<file path="config.mk">
export PLATFORM = sky130hd
export DESIGN_NAME = word_tokenizer_fnv1a_hash_top_flat
export DESIGN_NICKNAME = d
export VERILOG_FILES = /design/src/rtl/wth_pkg.sv /design/src/rtl/wth_in_if.sv /design/src/rtl/wth_out_if.sv /design/src/rtl/wth_in_stage.sv /design/src/rtl/wth_core.sv /design/src/rtl/wth_out_reg.sv /design/src/rtl/word_tokenizer_fnv1a_hash_top.sv /design/src/flat_wrapper.sv
export SDC_FILE = /design/constraint.sdc
export NUM_CORES = 1
export LEC_CHECK = 0
export ABC_AREA = 1
export BUFFER_PORTS_ARGS = -buffer_cell sky130_fd_sc_hd__buf_2
export CELL_PAD_IN_SITES_DETAIL_PLACEMENT = 0
export CELL_PAD_IN_SITES_GLOBAL_PLACEMENT = 1
export CORE_ASPECT_RATIO = 0.5
export CORE_MARGIN = 10
export CORE_UTILIZATION = 42
export CTS_CLUSTER_DIAMETER = 80
export DETAILED_ROUTE_END_ITERATION = 10
export GPL_ROUTABILITY_DRIVEN = 0
export GPL_TIMING_DRIVEN = 0
export HOLD_SLACK_MARGIN = 0.05
export PLACE_DENSITY_LB_ADDON = 0.1
export SETUP_SLACK_MARGIN = 0.05
export SYNTH_ARGS = -nofsm -noshare
export SYNTH_HDL_FRONTEND = slang
export SYNTH_SLANG_ARGS = --single-unit
export TNS_END_PERCENT = 100
</file>
<file path="constraint.sdc">
create_clock -name i_clk -period 5.35 [get_ports i_clk]
set_input_delay 0.535 -clock i_clk [delete_from_list [all_inputs] [get_ports i_clk]]
set_output_delay 0.535 -clock i_clk [all_outputs]
set_load 0.1 [all_outputs]
</file>
<file path="src/rtl/wth_pkg.sv">
// Shared types and constants for the word tokenizer with FNV-1a hashing.
`timescale 1ns / 1ps
`default_nettype none
package wth_pkg;

    // FNV-1a 64-bit constants.
    localparam logic [63:0] FNV_BASIS = 64'hCBF2_9CE4_8422_2325;
    localparam logic [63:0] FNV_PRIME = 64'h0000_0100_0000_01B3;

    // Length counter sizing: the count saturates at the smaller of
    // 2^LENGTH_BITS - 1 and the 16-bit field maximum.
    localparam int LENGTH_BITS = 16;
    localparam int LEN_FIELD_W = 16;
    localparam int LEN_BITS    = (LENGTH_BITS > LEN_FIELD_W) ? LEN_FIELD_W : LENGTH_BITS;

    localparam int HASH_W = 64;
    localparam int DOC_W  = 16;
    localparam int BYTE_W = 8;

    // Character codes used by the classifier.
    localparam logic [BYTE_W-1:0] CHAR_LOWER_A = 8'h61;
    localparam logic [BYTE_W-1:0] CHAR_LOWER_Z = 8'h7A;
    localparam logic [BYTE_W-1:0] CHAR_UPPER_A = 8'h41;
    localparam logic [BYTE_W-1:0] CHAR_UPPER_Z = 8'h5A;
    localparam logic [BYTE_W-1:0] CHAR_APOS    = 8'h27;
    localparam logic [BYTE_W-1:0] CASE_OFFSET  = 8'h20;

    // A registered, classified input byte.
    typedef struct packed {
        logic              valid;
        logic [BYTE_W-1:0] ch;
        logic              letter;
        logic              word_byte;
        logic              last;
    } t_byte_info;

    // One finished word.
    typedef struct packed {
        logic [HASH_W-1:0]      hash;
        logic [LEN_FIELD_W-1:0] length;
        logic [DOC_W-1:0]       doc;
    } t_word;

endpackage
`default_nettype wire

</file>
<file path="src/rtl/wth_in_if.sv">
// Input channel interface: one text byte per transaction.
`timescale 1ns / 1ps
`default_nettype none
interface wth_in_if;
    logic       valid;
    logic       ready;
    logic [7:0] text_byte;
    logic       end_of_text;

    modport source (output valid, output text_byte, output end_of_text, input ready);
    modport sink   (input valid, input text_byte, input end_of_text, output ready);
endinterface
`default_nettype wire

</file>
<file path="src/rtl/wth_out_if.sv">
// Output channel interface: one finished word per transaction.
`timescale 1ns / 1ps
`default_nettype none
interface wth_out_if;
    logic        valid;
    logic        ready;
    logic [63:0] word_hash;
    logic [15:0] word_length;
    logic [15:0] word_doc;

    modport source (output valid, output word_hash, output word_length, output word_doc,
                    input ready);
    modport sink   (input valid, input word_hash, input word_length, input word_doc,
                    output ready);
endinterface
`default_nettype wire

</file>
<file path="src/rtl/wth_in_stage.sv">
// Input register stage: folds case, classifies the byte and holds it for the core.
`timescale 1ns / 1ps
`default_nettype none
module wth_in_stage (
    input  wire logic            i_clk,
    input  wire logic            i_rst_n,
    wth_in_if.sink               i_text,
    input  wire logic            i_advance,
    output wth_pkg::t_byte_info  o_info
);
    import wth_pkg::*;

    t_byte_info r_info;
    t_byte_info n_info;
    logic [BYTE_W-1:0] folded;
    logic accept;

    // The stage can take a byte when empty or when its byte moves on this cycle.
    assign i_text.ready = !r_info.valid || i_advance;
    assign accept       = i_text.valid && i_text.ready;

    // Fold lower case to upper case and classify.
    always_comb begin
        folded = i_text.text_byte;
        if (i_text.text_byte >= CHAR_LOWER_A && i_text.text_byte <= CHAR_LOWER_Z) begin
            folded = i_text.text_byte - CASE_OFFSET;
        end
        n_info.ch        = folded;
        n_info.letter    = (folded >= CHAR_UPPER_A) && (folded <= CHAR_UPPER_Z);
        n_info.word_byte = n_info.letter || (folded == CHAR_APOS);
        n_info.last      = i_text.end_of_text;
        n_info.valid     = accept || (r_info.valid && !i_advance);
    end

    // Valid is control state; the payload loads only on a new transaction.
    always_ff @(posedge i_clk) begin
        if (!i_rst_n) begin
            r_info.valid <= 1'b0;
        end else begin
            r_info.valid <= n_info.valid;
        end
        if (accept) begin
            r_info.ch        <= n_info.ch;
            r_info.letter    <= n_info.letter;
            r_info.word_byte <= n_info.word_byte;
            r_info.last      <= n_info.last;
        end
    end

    assign o_info = r_info;

endmodule
`default_nettype wire

</file>
<file path="src/rtl/wth_core.sv">
// Word state and FNV-1a update: decides word boundaries and forms finished words.
`timescale 1ns / 1ps
`default_nettype none
module wth_core (
    input  wire logic                       i_clk,
    input  wire logic                       i_rst_n,
    input  wire wth_pkg::t_byte_info        i_info,
    input  wire logic                       i_advance,
    input  wire logic                       i_cfg_we,
    input  wire logic [wth_pkg::DOC_W-1:0]  i_cfg_data,
    output logic                            o_emit,
    output wth_pkg::t_word                  o_word
);
    import wth_pkg::*;

    logic [HASH_W-1:0]   r_hash;
    logic [HASH_W-1:0]   n_hash;
    logic [LEN_BITS-1:0] r_len;
    logic [LEN_BITS-1:0] n_len;
    logic                r_inside;
    logic                n_inside;
    logic [DOC_W-1:0]    r_doc;

    logic                step;
    logic                extend;
    logic                start;
    logic                close;
    logic [HASH_W-1:0]   mix;
    logic [HASH_W-1:0]   upd_hash;
    logic [LEN_BITS-1:0] upd_len;

    // Multiply by the FNV prime 2^40 + 2^8 + 0xB3 as a sum of shifts.
    function automatic logic [HASH_W-1:0] fnv_mult(input logic [HASH_W-1:0] x);
        fnv_mult = x + (x << 1) + (x << 4) + (x << 5) + (x << 7) + (x << 8) + (x << 40);
    endfunction

    // Classify the transition for the byte that moves on this cycle.
    assign step   = i_info.valid && i_advance;
    assign extend = r_inside && i_info.word_byte;
    assign start  = !r_inside && i_info.letter;
    assign close  = r_inside && !i_info.word_byte;

    // Hash and length after taking in the byte.
    always_comb begin
        mix      = (extend ? r_hash : FNV_BASIS) ^ HASH_W'(i_info.ch);
        upd_hash = fnv_mult(mix);
        if (!extend) begin
            upd_len = LEN_BITS'(1);
        end else if (&r_len) begin
            upd_len = r_len;
        end else begin
            upd_len = r_len + LEN_BITS'(1);
        end
    end

    // Emission and next state.
    always_comb begin
        o_emit      = step && (close || (i_info.last && (extend || start)));
        o_word.hash = close ? r_hash : upd_hash;
        o_word.length = close ? LEN_FIELD_W'(r_len) : LEN_FIELD_W'(upd_len);
        o_word.doc  = r_doc;

        n_hash   = r_hash;
        n_len    = r_len;
        n_inside = r_inside;
        if (step) begin
            if (close || i_info.last) begin
                n_hash   = FNV_BASIS;
                n_len    = '0;
                n_inside = 1'b0;
            end else if (extend || start) begin
                n_hash   = upd_hash;
                n_len    = upd_len;
                n_inside = 1'b1;
            end
        end
    end

    // Word state and the document index register.
    always_ff @(posedge i_clk) begin
        if (!i_rst_n) begin
            r_hash   <= FNV_BASIS;
            r_len    <= '0;
            r_inside <= 1'b0;
            r_doc    <= '0;
        end else begin
            r_hash   <= n_hash;
            r_len    <= n_len;
            r_inside <= n_inside;
            if (i_cfg_we) begin
                r_doc <= i_cfg_data;
            end
        end
    end

`ifndef NO_ASSERTIONS
    // After a word is emitted the block is outside any word.
    a_emit_clears: assert property (@(posedge i_clk) disable iff (!i_rst_n)
        o_emit |=> !r_inside)
        else $error("word state not cleared after emission");

    // Outside a word the running state holds its cleared values.
    a_idle_state: assert property (@(posedge i_clk) disable iff (!i_rst_n)
        !r_inside |-> (r_len == '0 && r_hash == FNV_BASIS))
        else $error("running state not at basis outside a word");

    // An open word always has at least one byte.
    a_open_len: assert property (@(posedge i_clk) disable iff (!i_rst_n)
        r_inside |-> (r_len != '0))
        else $error("open word with zero length");
`endif

endmodule
`default_nettype wire

</file>
<file path="src/rtl/wth_out_reg.sv">
// Output register: holds one finished word until the consumer takes it.
`timescale 1ns / 1ps
`default_nettype none
module wth_out_reg (
    input  wire logic            i_clk,
    input  wire logic            i_rst_n,
    input  wire logic            i_load,
    input  wire wth_pkg::t_word  i_word,
    output logic                 o_free,
    wth_out_if.source            o_word
);
    import wth_pkg::*;

    logic  r_valid;
    logic  n_valid;
    t_word r_word;

    // The register is free when empty or when its word leaves this cycle.
    assign o_free  = !r_valid || o_word.ready;
    assign n_valid = i_load || (r_valid && !o_word.ready);

    always_ff @(posedge i_clk) begin
        if (!i_rst_n) begin
            r_valid <= 1'b0;
        end else begin
            r_valid <= n_valid;
        end
        if (i_load) begin
            r_word <= i_word;
        end
    end

    // Drive the channel.
    assign o_word.valid       = r_valid;
    assign o_word.word_hash   = r_word.hash;
    assign o_word.word_length = r_word.length;
    assign o_word.word_doc    = r_word.doc;

endmodule
`default_nettype wire

</file>
<file path="src/rtl/word_tokenizer_fnv1a_hash_top.sv">
// A byte that ends a word is registered in the input stage; its word then loads the output register once free.
// Throughput: one byte per cycle while the consumer takes words; the hash update is combinational.
// The combinational FNV-1a feedback (xor and shift-add multiply) sets the clock rate.
// Reset is synchronous and active low: no word open, hash at the basis, document index zero.
// Channels are empty after reset; no clearing pass is needed.
`timescale 1ns / 1ps
`default_nettype none
module word_tokenizer_fnv1a_hash_top (
    input  wire logic                       i_clk,
    input  wire logic                       i_rst_n,
    wth_in_if.sink                          i_text,
    wth_out_if.source                       o_word,
    input  wire logic                       i_cfg_we,
    input  wire logic [wth_pkg::DOC_W-1:0]  i_cfg_data
);
    import wth_pkg::*;

    t_byte_info info;
    t_word      word;
    logic       advance;
    logic       emit;

    // Classified input register.
    wth_in_stage u_in_stage (
        .i_clk     (i_clk),
        .i_rst_n   (i_rst_n),
        .i_text    (i_text),
        .i_advance (advance),
        .o_info    (info)
    );

    // Word state and hashing.
    wth_core u_core (
        .i_clk      (i_clk),
        .i_rst_n    (i_rst_n),
        .i_info     (info),
        .i_advance  (advance),
        .i_cfg_we   (i_cfg_we),
        .i_cfg_data (i_cfg_data),
        .o_emit     (emit),
        .o_word     (word)
    );

    // Result register.
    wth_out_reg u_out_reg (
        .i_clk   (i_clk),
        .i_rst_n (i_rst_n),
        .i_load  (emit),
        .i_word  (word),
        .o_free  (advance),
        .o_word  (o_word)
    );

endmodule
`default_nettype wire

</file>
<file path="src/flat_wrapper.sv">
// flat-port wrapper written by rule: the top's interface ports become plain ports
module word_tokenizer_fnv1a_hash_top_flat import wth_pkg::*;
  (i_clk, i_rst_n, i_cfg_we, i_cfg_data, i_text_valid, i_text_text_byte, i_text_end_of_text, i_text_ready, o_word_valid, o_word_word_hash, o_word_word_length, o_word_word_doc, o_word_ready);
  wth_in_if i_text_i ();
  wth_out_if o_word_i ();
  input  wire logic i_clk;
  input  wire logic i_rst_n;
  input  wire logic i_cfg_we;
  input  wire logic [wth_pkg::DOC_W-1:0] i_cfg_data;
  input wire logic [$bits(i_text_i.valid)-1:0] i_text_valid;
  input wire logic [$bits(i_text_i.text_byte)-1:0] i_text_text_byte;
  input wire logic [$bits(i_text_i.end_of_text)-1:0] i_text_end_of_text;
  output wire logic [$bits(i_text_i.ready)-1:0] i_text_ready;
  output wire logic [$bits(o_word_i.valid)-1:0] o_word_valid;
  output wire logic [$bits(o_word_i.word_hash)-1:0] o_word_word_hash;
  output wire logic [$bits(o_word_i.word_length)-1:0] o_word_word_length;
  output wire logic [$bits(o_word_i.word_doc)-1:0] o_word_word_doc;
  input wire logic [$bits(o_word_i.ready)-1:0] o_word_ready;
  assign i_text_i.valid = i_text_valid;
  assign i_text_i.text_byte = i_text_text_byte;
  assign i_text_i.end_of_text = i_text_end_of_text;
  assign i_text_ready = i_text_i.ready;
  assign o_word_valid = o_word_i.valid;
  assign o_word_word_hash = o_word_i.word_hash;
  assign o_word_word_length = o_word_i.word_length;
  assign o_word_word_doc = o_word_i.word_doc;
  assign o_word_i.ready = o_word_ready;
  word_tokenizer_fnv1a_hash_top u_core (.i_clk(i_clk), .i_rst_n(i_rst_n), .i_text(i_text_i), .o_word(o_word_i), .i_cfg_we(i_cfg_we), .i_cfg_data(i_cfg_data));
endmodule
</file>
==> results.md <==
- Period utilization: 104%
- Pwr Density: about 260 nW/um2
- Max Clock Freq: 0.180 GHz
- Vias per cell: 5.08
- Worst Reg2Reg Path Length in Cells: 26
- CP Capture Type: flop
- Post-layout net count: 3656
- Min setup slack post-route: -0.198 ns
- Crit Path Max Fanout: 7
- Critical R2R Launch: u_core.u_in_stage.o_info[1]
- Hold path depth: 1
- Critical path startpoint category: flop
- Worst Hold Class: input port to flop
- Synth top area share: ~22%
- CTS H-tree depth: 1
- Pre-CTS WS: -2.90 ns
- Post-synth EDFFs: roughly 110
- First DRT Iteration DRCs: 1441
- Worst slew pin tran: 1.61 ns
- First-pass GRT wire length: 123000 um
- RSZ-0062 raised after global routing: true
- Failing checks: capacitance limit, slew limit, setup timing
- DRC Markers: 0
- Final hold vios: 0
- Row cnt: 58
- Outcome: finished with violations
- Mapped Cells: 2894
- Syn_area_per_cell: 7.31 um2
- DRT Pass-1 Iters: 5
- Cell accounting for the most synthesized area: fa_1
- Hold Crit Start: i_text_end_of_text
- Largest net degree at the start of global routing: 34
- DR WL/cell: 21.6 um
- Setup-failing EPs final: 29
- Worst EP required: 5.63 ns
- Initial Util: 42.3%
- Most common cell after layout, fill and taps aside: inv_1
- Area grow syn2layout: 41.9%
- Worst R2R Setup Slack: -0.20 ns
- Final slew viol count: 11
- Commonest cells after routing, fill and taps aside: inv_1, nand2_1, fa_1
- Vias in the first global route: 19586
- Top cells by area, synth: fa_1, edfxtp_1, nand2_1
- Antenna Nets Post-Route: 0
- Max_cap viols: 1
- CTS clock-pin slew for the worst setup and hold paths: 0.07 ns
- Num Clock Sinks: 206
- Post-synthesis sequential area ratio: 24.6%
- WP data arrival: 5.83 ns
- Clk_skew: ~0.021 ns
- Hpwl dp: roughly 66000 um
- Syn Nets: 3272
- Clock Root Buffer: clkbuf_16
- Netlist cell types: 42
- Primary FF master, synth: edfxtp_1
- CTS Buf Count: 22
- P_leak: roughly 14 nW
- I/O pin cnt: 128
- Yosys reg bits: roughly 210
- Critical path type: flop to flop
- CTS tree: yes
- All-Layer GR Usage: 27.8%
- Die X: 337 um
- FILL cells: 4507
- Cts hold-fix bufs: 0
- Initial antenna violation count: 4
- Total chip power: 7.80 mW
- YS warnings: 0
- Relative slew slack: -7.14%
- Grt ovf: 0
- Worst vdd ir: 0.000225 V
- Maximum root-to-sink buffer count: 3
- Worst hold endpoint: u_core.u_in_stage.o_info[0]
- Fraction of layout cells with a size suffix above 1: 35.9%
- Asr flop ratio synth: 0%
- Via count: 20111
- Netlist Area Pre-Place: around 21000 um2
- Core area: 50000 um2
- Port Buffers: ~130
- Worst-skew pair later-pin latency: 0.57 ns
- Die ar.: 60300 um2
- Die Span Y: 179 um
- R2R Path End: u_core.u_out_reg.o_word.word_hash[63]
- Total Routed Length: ~86000 um
- Fin crit period: about 5.5 ns
[timing repair]
| action | 4_1_cts | 5_1_grt |
|---|---|---|
| cloned | 5 | 0 |
| gates resized for setup | 622 | 570 |
| hold endpoints to repair | 0 | 0 |
| setup endpoints to repair | 112 | 100 |
| buffers inserted | 124 | 106 |
| pin swaps | 146 | 215 |
[cell usage after synthesis (33+ instances only)]
| master | count |
|---|---|
| ha_1 | 116 |
| nand3_1 | 164 |
| o21ai_0 | 96 |
| fa_1 | 232 |
| inv_1 | 734 |
| dfxtp_1 | 99 |
| a21oi_1 | 104 |
| clkbuf_1 | 39 |
| xor2_1 | 33 |
| edfxtp_1 | 107 |
| nor2_1 | 211 |
| nand2_1 | 810 |
[per-stage QoR]
step           setup TNS, ns  std cells  util (%)  area [um2]  hold WS [ns]
6_report               -1.91       3956      60.0       30000         0.176
4_1_cts                -1.19       3852      54.1       27100         0.154
3_3_place_gp         -247.31       3680      45.2       22600         0.405
2_1_floorplan              0       2894         -       21200         0.403
5_1_grt               -10.27       3954      60.0       30000         0.158
3_5_place_dp         -242.21       3683      45.4       22700         0.410
[cells by family (layout without fill, tap and decap cells)]
| logic type | after synthesis | count (layout) | synth area share (%) |
|---|---|---|---|
| flops | 206 | 206 | 24.6 |
| xor+xnor | 47 | 47 | 2.19 |
| fa+ha+maj | 348 | 348 | 28.8 |
| buf+inv | 792 | 1192 | 14.2 |
| other cells | 0 | 2 | 0 |
| compound gates | 241 | 241 | 6.03 |
| simple gates | 1260 | 1260 | 24.2 |
[sequential cells by signal, indices dropped and copies added, names as in the netlist]
name,count
u_core.u_out_reg.o_word.word_length,16
u_core.u_in_stage.o_info,12
u_core.u_core.r_inside,1
u_core.u_out_reg.o_word.valid,1
u_core.u_core.r_len,16
u_core.u_core.r_doc,16
u_core.u_core.r_hash,64
u_core.u_out_reg.o_word.word_doc,16
u_core.u_out_reg.o_word.word_hash,64
[worst max-delay path, cell delays in order (launching register included)]
cell and delay [ns]:
edfxtp_1 0.42, nand2_4 0.10, buf_12 0.16, clkbuf_16 0.18, clkbuf_16 0.19, nor2_4 0.23, clkinvlp_4 0.21, buf_6 0.16
fa_1 0.50, inv_1 0.05, fa_1 0.47, inv_1 0.05, fa_2 0.52, inv_2 0.04, fa_2 0.45, ha_4 0.34
nand2_8 0.08, nor2_4 0.11, nand2_2 0.10, inv_2 0.07, nand2_4 0.07, nor3_4 0.29, nand2_4 0.12, nand3_4 0.12
nand2_4 0.09, nand2_2 0.07, o21ai_2 0.06
[cell type report]
| type | count | area [um2] | area share [%] |
|---|---|---|---|
| Buffer | 54 | 378 | 1.26 |
| Tap cell | 660 | 826 | 2.75 |
| Timing Repair Buffer | 360 | 2870 | 9.57 |
| Multi-Input combinational cell | 1896 | 17100 | 57.1 |
| Antenna cell | 2 | 5.00 | 0.0167 |
| Clock inverter | 15 | 174 | 0.579 |
| Inverter | 738 | 2850 | 9.49 |
| Clock buffer | 25 | 572 | 1.90 |
| Sequential cell | 206 | 5200 | 17.3 |
[layer usage]
metal  up-vias  GRT usage (%)  wire, um
li1       9479              -         -
met1      9731           37.4     35900
met2       752           43.3     37100
met3       145           8.68      9540
met4         4           6.88      3010
met5         -              0       120
[worst max-delay path by stage]
stage	startpoint	end	slack, ns	cells past startpoint
after floorplan	u_core.u_core.r_inside	u_core.u_out_reg.o_word.word_hash[60]	0.13	24
after global placement	u_core.u_in_stage.o_info[1]	u_core.u_out_reg.o_word.word_hash[54]	-2.96	26
after detailed placement	u_core.u_in_stage.o_info[1]	u_core.u_out_reg.o_word.word_hash[54]	-2.90	26
after CTS	u_core.u_in_stage.o_info[1]	u_core.u_out_reg.o_word.word_hash[63]	-0.11	26
after global routing	u_core.u_in_stage.o_info[1]	u_core.u_out_reg.o_word.word_hash[63]	-0.30	26
final	u_core.u_in_stage.o_info[1]	u_core.u_out_reg.o_word.word_hash[63]	-0.20	26
[power by group]
part,switching (mW),internal [mW]
Combinational,2.67,1.61
Clock,0.745,0.922
Sequential,0.0458,1.81
Total,3.46,4.33
(Power assumes the default switching activity.)
